`config.mk`:
```
export PLATFORM = sky130hd
export DESIGN_NAME = yuyv_to_rgb_pixel_pair
export DESIGN_NICKNAME = d
export VERILOG_FILES = /design/src/design/y2rgb_pkg.sv /design/src/design/y2rgb_chroma.sv /design/src/design/y2rgb_pixel.sv /design/src/design/yuyv_to_rgb_pixel_pair.sv
export VERILOG_INCLUDE_DIRS = /design/src /design/src/design
export SDC_FILE = /design/constraint.sdc
export NUM_CORES = 1
export LEC_CHECK = 0
export BUFFER_PORTS_ARGS = -buffer_cell sky130_fd_sc_hd__buf_4
export CORE_MARGIN = 1
export CORE_UTILIZATION = 25
export DETAILED_ROUTE_END_ITERATION = 10
export PLACE_DENSITY = 0.37
export SYNTH_ARGS = -nofsm -noshare
export SYNTH_HDL_FRONTEND = slang
export SYNTH_HIERARCHICAL = 1
export SYNTH_SLANG_ARGS = --single-unit
```
`constraint.sdc`:
```
create_clock -name aclk -period 10.4 [get_ports aclk]
set_clock_uncertainty 0.1 [all_clocks]
set_input_delay 1.04 -clock aclk [delete_from_list [all_inputs] [get_ports aclk]]
set_output_delay 1.04 -clock aclk [all_outputs]
set_load 0.02 [all_outputs]
```
`src/design/yuyv_to_rgb_pixel_pair_defines.svh`:
```
// Assertion helpers shared by the conversion block.
`ifndef YUYV_TO_RGB_PIXEL_PAIR_DEFINES_SVH
`define YUYV_TO_RGB_PIXEL_PAIR_DEFINES_SVH

// Same-cycle implication, checked out of reset.
`define Y2RGB_ASSERT_NOW(label, clk, rstn, ante, cons, msg) \
    label: assert property (@(posedge clk) disable iff (!(rstn)) (ante) |-> (cons)) \
        else $error(msg);

// Next-cycle implication, checked out of reset.
`define Y2RGB_ASSERT_NEXT(label, clk, rstn, ante, cons, msg) \
    label: assert property (@(posedge clk) disable iff (!(rstn)) (ante) |=> (cons)) \
        else $error(msg);

`endif

```
`src/design/y2rgb_pkg.sv`:
```
package y2rgb_pkg;

    localparam int PIX_W    = 8;
    localparam int CHROMA_W = PIX_W + 1;
    localparam int TERM_W   = 10;
    localparam int SUM_W    = 11;
    localparam int COEF_W   = 18;
    localparam int PROD_W   = 27;
    localparam int FRAC_BITS = 15;

    localparam logic signed [CHROMA_W-1:0] CHROMA_OFFSET = 9'sd128;
    localparam logic signed [COEF_W-1:0]   COEF_R_V = 18'sd37221;
    localparam logic signed [COEF_W-1:0]   COEF_G_U = 18'sd12975;
    localparam logic signed [COEF_W-1:0]   COEF_G_V = 18'sd18949;
    localparam logic signed [COEF_W-1:0]   COEF_B_U = 18'sd66883;
    localparam logic [PIX_W-1:0]           PIX_MAX  = 8'd255;

    typedef struct packed {
        logic [PIX_W-1:0] luma_first;
        logic [PIX_W-1:0] chroma_u;
        logic [PIX_W-1:0] luma_second;
        logic [PIX_W-1:0] chroma_v;
        logic             row_end_in;
    } pixel_pair_in_t;

    typedef struct packed {
        logic [PIX_W-1:0] red_first;
        logic [PIX_W-1:0] green_first;
        logic [PIX_W-1:0] blue_first;
        logic [PIX_W-1:0] red_second;
        logic [PIX_W-1:0] green_second;
        logic [PIX_W-1:0] blue_second;
        logic             row_end_out;
    } pixel_pair_out_t;

    // Chroma contributions shared by both pixels of a pair (green is subtracted).
    typedef struct packed {
        logic signed [TERM_W-1:0] red;
        logic signed [TERM_W-1:0] green;
        logic signed [TERM_W-1:0] blue;
    } chroma_terms_t;

endpackage

```
`src/design/y2rgb_chroma.sv`:
```
module y2rgb_chroma (
    input  logic [y2rgb_pkg::PIX_W-1:0] chroma_u,
    input  logic [y2rgb_pkg::PIX_W-1:0] chroma_v,
    output y2rgb_pkg::chroma_terms_t    terms
);

    logic signed [y2rgb_pkg::CHROMA_W-1:0] uc;
    logic signed [y2rgb_pkg::CHROMA_W-1:0] vc;
    logic signed [y2rgb_pkg::PROD_W-1:0]   prod_r;
    logic signed [y2rgb_pkg::PROD_W-1:0]   prod_g;
    logic signed [y2rgb_pkg::PROD_W-1:0]   prod_b;

    // Remove the chroma offset: range -128..127.
    assign uc = $signed({1'b0, chroma_u}) - y2rgb_pkg::CHROMA_OFFSET;
    assign vc = $signed({1'b0, chroma_v}) - y2rgb_pkg::CHROMA_OFFSET;

    assign prod_r = y2rgb_pkg::PROD_W'(vc) * y2rgb_pkg::PROD_W'(y2rgb_pkg::COEF_R_V);
    assign prod_g = y2rgb_pkg::PROD_W'(uc) * y2rgb_pkg::PROD_W'(y2rgb_pkg::COEF_G_U)
                  + y2rgb_pkg::PROD_W'(vc) * y2rgb_pkg::PROD_W'(y2rgb_pkg::COEF_G_V);
    assign prod_b = y2rgb_pkg::PROD_W'(uc) * y2rgb_pkg::PROD_W'(y2rgb_pkg::COEF_B_U);

    // Arithmetic shift floors toward minus infinity.
    assign terms.red   = y2rgb_pkg::TERM_W'(prod_r >>> y2rgb_pkg::FRAC_BITS);
    assign terms.green = y2rgb_pkg::TERM_W'(prod_g >>> y2rgb_pkg::FRAC_BITS);
    assign terms.blue  = y2rgb_pkg::TERM_W'(prod_b >>> y2rgb_pkg::FRAC_BITS);

endmodule

```
`src/design/y2rgb_pixel.sv`:
```
module y2rgb_pixel (
    input  logic [y2rgb_pkg::PIX_W-1:0] luma,
    input  y2rgb_pkg::chroma_terms_t    terms,
    output logic [y2rgb_pkg::PIX_W-1:0] red,
    output logic [y2rgb_pkg::PIX_W-1:0] green,
    output logic [y2rgb_pkg::PIX_W-1:0] blue
);

    logic signed [y2rgb_pkg::SUM_W-1:0] luma_s;
    logic signed [y2rgb_pkg::SUM_W-1:0] sum_r;
    logic signed [y2rgb_pkg::SUM_W-1:0] sum_g;
    logic signed [y2rgb_pkg::SUM_W-1:0] sum_b;

    function automatic logic [y2rgb_pkg::PIX_W-1:0] clamp_pix(
        input logic signed [y2rgb_pkg::SUM_W-1:0] val
    );
        logic [y2rgb_pkg::PIX_W-1:0] res;
        if (val < 0) begin
            res = '0;
        end else if (val > $signed({3'b000, y2rgb_pkg::PIX_MAX})) begin
            res = y2rgb_pkg::PIX_MAX;
        end else begin
            res = val[y2rgb_pkg::PIX_W-1:0];
        end
        return res;
    endfunction

    assign luma_s = $signed({{(y2rgb_pkg::SUM_W - y2rgb_pkg::PIX_W){1'b0}}, luma});

    assign sum_r = luma_s + y2rgb_pkg::SUM_W'(terms.red);
    assign sum_g = luma_s - y2rgb_pkg::SUM_W'(terms.green);
    assign sum_b = luma_s + y2rgb_pkg::SUM_W'(terms.blue);

    assign red   = clamp_pix(sum_r);
    assign green = clamp_pix(sum_g);
    assign blue  = clamp_pix(sum_b);

endmodule

```
`src/design/yuyv_to_rgb_pixel_pair.sv`:
```
// Path: an accepted word is held in the input register, converted, then held in the
//       result register, which drives m_valid and m_data.
// Throughput: one word per cycle while m_ready is high; the colour maths is
//             constant-coefficient and per word.
// Backpressure: s_ready drops only while both registers hold a word and m_ready is low.
// Reset: synchronous, active low; clears the two valid flags only, data registers keep.
`include "yuyv_to_rgb_pixel_pair_defines.svh"

module yuyv_to_rgb_pixel_pair (
    input  logic                       aclk,
    input  logic                       aresetn,

    input  logic                       s_valid,
    output logic                       s_ready,
    input  y2rgb_pkg::pixel_pair_in_t  s_data,

    output logic                       m_valid,
    input  logic                       m_ready,
    output y2rgb_pkg::pixel_pair_out_t m_data
);

    // Input stage: holds the accepted word.
    logic                       in_valid_reg;
    logic                       in_valid_next;
    y2rgb_pkg::pixel_pair_in_t  in_data_reg;

    // Result stage: holds the converted word until the sink takes it.
    logic                       out_valid_reg;
    logic                       out_valid_next;
    y2rgb_pkg::pixel_pair_out_t out_data_reg;
    y2rgb_pkg::pixel_pair_out_t out_data_next;

    logic                       out_free;
    logic                       in_adv;
    logic                       in_take;

    y2rgb_pkg::chroma_terms_t   terms;

    // Result register frees up when empty or when its word leaves this cycle.
    assign out_free = !out_valid_reg || m_ready;
    // Advance the input word into the result register.
    assign in_adv   = in_valid_reg && out_free;
    assign s_ready  = !in_valid_reg || out_free;
    assign in_take  = s_valid && s_ready;

    assign in_valid_next  = in_take || (in_valid_reg && !out_free);
    assign out_valid_next = in_adv || (out_valid_reg && !m_ready);

    // Chroma terms are common to both pixels; compute them once.
    y2rgb_chroma u_chroma (
        .chroma_u (in_data_reg.chroma_u),
        .chroma_v (in_data_reg.chroma_v),
        .terms    (terms)
    );

    y2rgb_pixel u_pix_first (
        .luma  (in_data_reg.luma_first),
        .terms (terms),
        .red   (out_data_next.red_first),
        .green (out_data_next.green_first),
        .blue  (out_data_next.blue_first)
    );

    y2rgb_pixel u_pix_second (
        .luma  (in_data_reg.luma_second),
        .terms (terms),
        .red   (out_data_next.red_second),
        .green (out_data_next.green_second),
        .blue  (out_data_next.blue_second)
    );

    // Row end rides along unchanged.
    assign out_data_next.row_end_out = in_data_reg.row_end_in;

    always_ff @(posedge aclk) begin
        if (!aresetn) begin
            in_valid_reg  <= 1'b0;
            out_valid_reg <= 1'b0;
        end else begin
            in_valid_reg  <= in_valid_next;
            out_valid_reg <= out_valid_next;
        end
    end

    // Data registers: load on transfer, hold otherwise.
    always_ff @(posedge aclk) begin
        if (in_take) begin
            in_data_reg <= s_data;
        end
        if (in_adv) begin
            out_data_reg <= out_data_next;
        end
    end

    assign m_valid = out_valid_reg;
    assign m_data  = out_data_reg;

    `Y2RGB_ASSERT_NEXT(a_adv_fills_out, aclk, aresetn, in_adv, out_valid_reg,
        "advance lost a word")
    `Y2RGB_ASSERT_NEXT(a_take_fills_in, aclk, aresetn, in_take, in_valid_reg,
        "accepted word not held")
    `Y2RGB_ASSERT_NOW(a_stall_cause, aclk, aresetn, !s_ready,
        in_valid_reg && out_valid_reg && !m_ready, "input stalled without full pipe")
    `Y2RGB_ASSERT_NEXT(a_row_end_pass, aclk, aresetn, in_adv,
        out_data_reg.row_end_out == $past(in_data_reg.row_end_in), "row end flag corrupted")

endmodule
```
; ---- Word-level counts from Yosys, hierarchy flattened
; Index checks and enable logic that the tools add are counted.
[classes]
multipliers = 4
order_cmp = 12
reduce_logical = 12
muxes = 6
n_addsub = 9
[op_table]
columns = cell, count
row1 = "11-bit by 9-bit greater-than comparator with 1-bit output, second input constant", 6
row2 = "11-bit by 1-bit less-than comparator with 1-bit output, second input constant", 6
row3 = 8-bit 2-to-1 mux, 6
row4 = 9-bit by 10-bit adder with 11-bit output, 4
row5 = 24-bit by 25-bit adder with 25-bit output, 1
row6 = "9-bit by 16-bit multiplier with 25-bit output, second input constant", 1
row7 = "9-bit by 17-bit multiplier with 25-bit output, second input constant", 1
row8 = "9-bit by 18-bit multiplier with 25-bit output, second input constant", 1
row9 = "9-bit by 15-bit multiplier with 24-bit output, second input constant", 1
row10 = 9-bit by 10-bit subtractor with 11-bit output, 2
row11 = "8-bit by 8-bit subtractor with 9-bit output, second input constant", 2
row12 = 1-bit logical AND, 4
row13 = 1-bit zero test, 4
row14 = 1-bit logical OR, 4
[word_totals]
regBits = 84
elab_cells = 57
output_inout_bits = 51
inputBits = 37

; ---- Longest topological paths before layout
[logic_depth]
ltp_word = 6
ltp_mapped = 30
mapped_depth_nobuf = 30

; ---- Hierarchy
; Netlist, hierarchy kept.
[by_module_without_submodules]
columns = module, seq_area_each_um2, n_inst, area_per_inst_um2, cells_per_inst
row1 = y2rgb_chroma, 0.0, 1, 7025.5, 692
row2 = y2rgb_pixel, 0.0, 2, 1855.5, 274
row3 = yuyv_to_rgb_pixel_pair, 2502.4, 1, 2566.2, 91

; ---- Worst setup path after synthesis
; Ideal clock, no wire load.
[synth_path]
kind = reg-to-reg
start = reg in_data_reg[24] (netlist bit)
end = reg out_data_reg, in the netlist m_data[11], data pin
setup_time_ns = 0.254
setup_slack_ns = 3.209
t_arrival_ns = 6.836
path_stages_with_launch = 30
period_less_slack_ns = 7.191
path_buffers = 0
path_cell_list = edfxtp_1 > inv_1 > ha_1 > inv_1 > ha_1 > ha_1 > inv_1 > fa_1 > inv_1 > fa_1 > fa_1 > inv_1 > fa_1 > inv_1 > ha_1 > a21oi_1 > o21ai_0 > a211o_1 > a31o_2 > a21oi_1 > o21bai_1 > xor2_1 > inv_1 > ha_1 > o21a_1 > o31a_1 > o211ai_1 > nand2b_1 > o2bb2ai_1 > o21a_1
[synth_rtl]
columns = element, line
row1 = "start, declared", yuyv_to_rgb_pixel_pair.sv:25  ; y2rgb_pkg::pixel_pair_in_t in_data_reg;
row2 = "start signal, assigned", yuyv_to_rgb_pixel_pair.sv:88  ; in_data_reg <= s_data;
row3 = "end signal, assigned", yuyv_to_rgb_pixel_pair.sv:91  ; out_data_reg <= out_data_next;
row4 = "end, declared", yuyv_to_rgb_pixel_pair.sv:30  ; y2rgb_pkg::pixel_pair_out_t out_data_reg;

==> results.yml <==
outcome:
  status: "finished clean"
layout:
  regArea_mm2: 0.00250
  drive_gt1_frac: 0.110
  fillers: 5594
  largest_reg_flops: 49
  layout.nets: 1880
  multi_input_area_mm2: 0.00992
  area_growth_pct: 13.7
floorplanning:
  start_util: 0.253
  std_cell_rows: 84
  fp.dieH_um: 233
  fp.dieW_um: 233
  ios: 88
  dieArea_mm2: 0.0541
  core_mm2: 0.0526
setup_path:
  path_delay_family: "adder cells"
  crit_type: "reg -> reg"
  cpPeakStageDelay_ps: 710
  cp-end-kind: "flip-flop"
  path_buf_inv: 7
  crit_slowest_cell: "edfxtp_1"
  critPathMaxFanout: 12
  startpoint_type: "flip-flop"
  critPathRequiredTime_ps: 10430
  path_common_cell: "inv_1"
  crit_arrival_ps: 8390
logic_synthesis:
  synthCells: 1331
  synth-main-ff-cell: "edfxtp_1"
  synth_warnings: 6
  async_reset_ff_frac: 0
  synth_edf_count: 82
  ys_types: 76
  synth_fp_nets: 1793
  ys_ff_latch: 84
  netlist_area_mm2: 0.0133
  yosysSeqAreaShare: 0.188
  syn_area_per_cell_um2: 9.99
clocking:
  cts_root_buf: "clkbuf_16"
  ctsResizeCount: 0
  clk_path_buf_depth: 2
  clk_pin_slew_ps: 70
  clk_latency_ps: 380
  hold_buffers: 0
  post_cts_buffers: 0
  cts_sinks: 84
  cts_tree: "done"
  cts_buffers: 9
  cts.htree.levels: 3
placement:
  place_ws_ps: 1970
  dp_hpwl_mm: 31.3
  port_buffers: 87
  gp_congestion: 0.843
global_routing:
  grt_pass1_wl_mm: 57.5
  grt_antenna_before_repair: 0
  first_global_vias: 10100
  grt_max_degree: 50
  grt_usage: 0.141
  gr-total-overflow: 0
route:
  wl_met1_mm: 17.2
  wl_mm: 37.0
  met3_length_mm: 1.12
  dr.max_layer_used: "met4"
  wl_per_cell_um: 17.5
  firstDrtPassIters: 5
  drtIter0Drc: 489
  ant_nets: 0
  drc: 0
  viasPerCell: 4.59
  vias: 9689
  met2_length_mm: 18.0
sta:
  relSlewSlack: 0.288
  fin_ws_ps: 2050
  rsz0062_at_grt: "false"
  fin_crit_sh: 0.803
  finalHoldViolCount: 0
  finalSetupViolCount: 0
  worstMarginPinSlew_ps: 1060
  slew_viol_final: 0
  finalSetupTns_ps: 0
  fmax_mhz: 120
  period_needed_ps: 8350
hold_path:
  hp-class: "reg -> reg"
job:
  drv_cap: 0
kinds of logic after synthesis:
group,after synthesis,share of synthesized area
adders and majority gates,425,0.459
buffers and inverters,237,0.0689
DFF,84,0.188
muxes,2,0.00150
AOI/OAI and AO/OA,283,0.149
xor gates and xnor gates,56,0.0369
and+or+nand+nor,244,0.0971
synth_stat cells, drive strengths merged (12+ instances only):
| library cell | instances | share of area |
|---|---|---|
| inv | 219 | 0.062 |
| and3 | 14 | 0.0070 |
| o21ai | 50 | 0.019 |
| o21a | 24 | 0.014 |
| nor3 | 26 | 0.0098 |
| nand3 | 14 | 0.0053 |
| xnor2 | 36 | 0.024 |
| nand2 | 38 | 0.011 |
| a211oi | 14 | 0.0098 |
| nor2b | 16 | 0.0081 |
| or2 | 12 | 0.0056 |
| a21oi | 71 | 0.027 |
| edfxtp | 82 | 0.19 |
| ha | 320 | 0.30 |
| nor4 | 14 | 0.0075 |
| fa | 105 | 0.16 |
| xor2 | 20 | 0.013 |
| a31oi | 13 | 0.0066 |
| a21o | 23 | 0.013 |
| nor2 | 67 | 0.019 |
metrics by stage:
stage	cells	instance area [um^2]	util	hold slack [ps]
floorplan	1331	13300	-	300
global placement	2095	14800	0.282	302
detailed placement	2095	14800	0.282	307
CTS	2111	15100	0.288	323
global route	2111	15100	0.288	322
finish	2112	15100	0.288	321
routing by layer:
| layer | up-vias | track usage |
|---|---|---|
| met2 | 137 | 0.243 |
| met5 | - | 0 |
| met4 | 0 | 0.0341 |
| li1 | 4906 | - |
| met1 | 4618 | 0.181 |
| met3 | 28 | 0.0260 |
path summary, 6_finish.rpt:
kind,from,to,slack (ps),cells past startpoint
max,in_data_reg[24]$_DFFE_PP_,m_data[13]$_DFFE_PP_,2050,29
min,in_data_reg[0]$_DFFE_PP_,m_data[0]$_DFFE_PP_,320,0
max reg2reg,in_data_reg[24]$_DFFE_PP_,m_data[13]$_DFFE_PP_,2050,29
min reg2reg,in_data_reg[0]$_DFFE_PP_,m_data[0]$_DFFE_PP_,320,0
worst register-to-register path: cells and delay by family, from the launching register on:
family / cells / cell delay [ps]
xor+xnor: 1 / 220
buf+inv: 7 / 990
flops: 1 / 710
fa+ha+maj: 9 / 3630
simple gates: 1 / 200
compound gates: 11 / 2260
cell type report:
| class | count | area share |
|---|---|---|
| Antenna cell | 1 | 0.000165 |
| Clock buffer | 12 | 0.0170 |
| Clock inverter | 4 | 0.00372 |
| Inverter | 219 | 0.0544 |
| Multi-Input combinational cell | 1010 | 0.656 |
| Sequential cell | 84 | 0.165 |
| Tap cell | 688 | 0.0569 |
| Timing Repair Buffer | 94 | 0.0467 |
cells in the final DEF (no fill, tap or decap), drive strengths merged, types with 26 or more instances in the layout:
cell    instances
nand2          38
nor2           67
nor3           26
edfxtp         82
a21oi          71
fa            105
buf            94
ha            320
inv           220
o21ai          50
xnor2          36
Power is not shown: default switching activity piles up to over one toggle a cycle in this logic, so the estimate is an artifact.
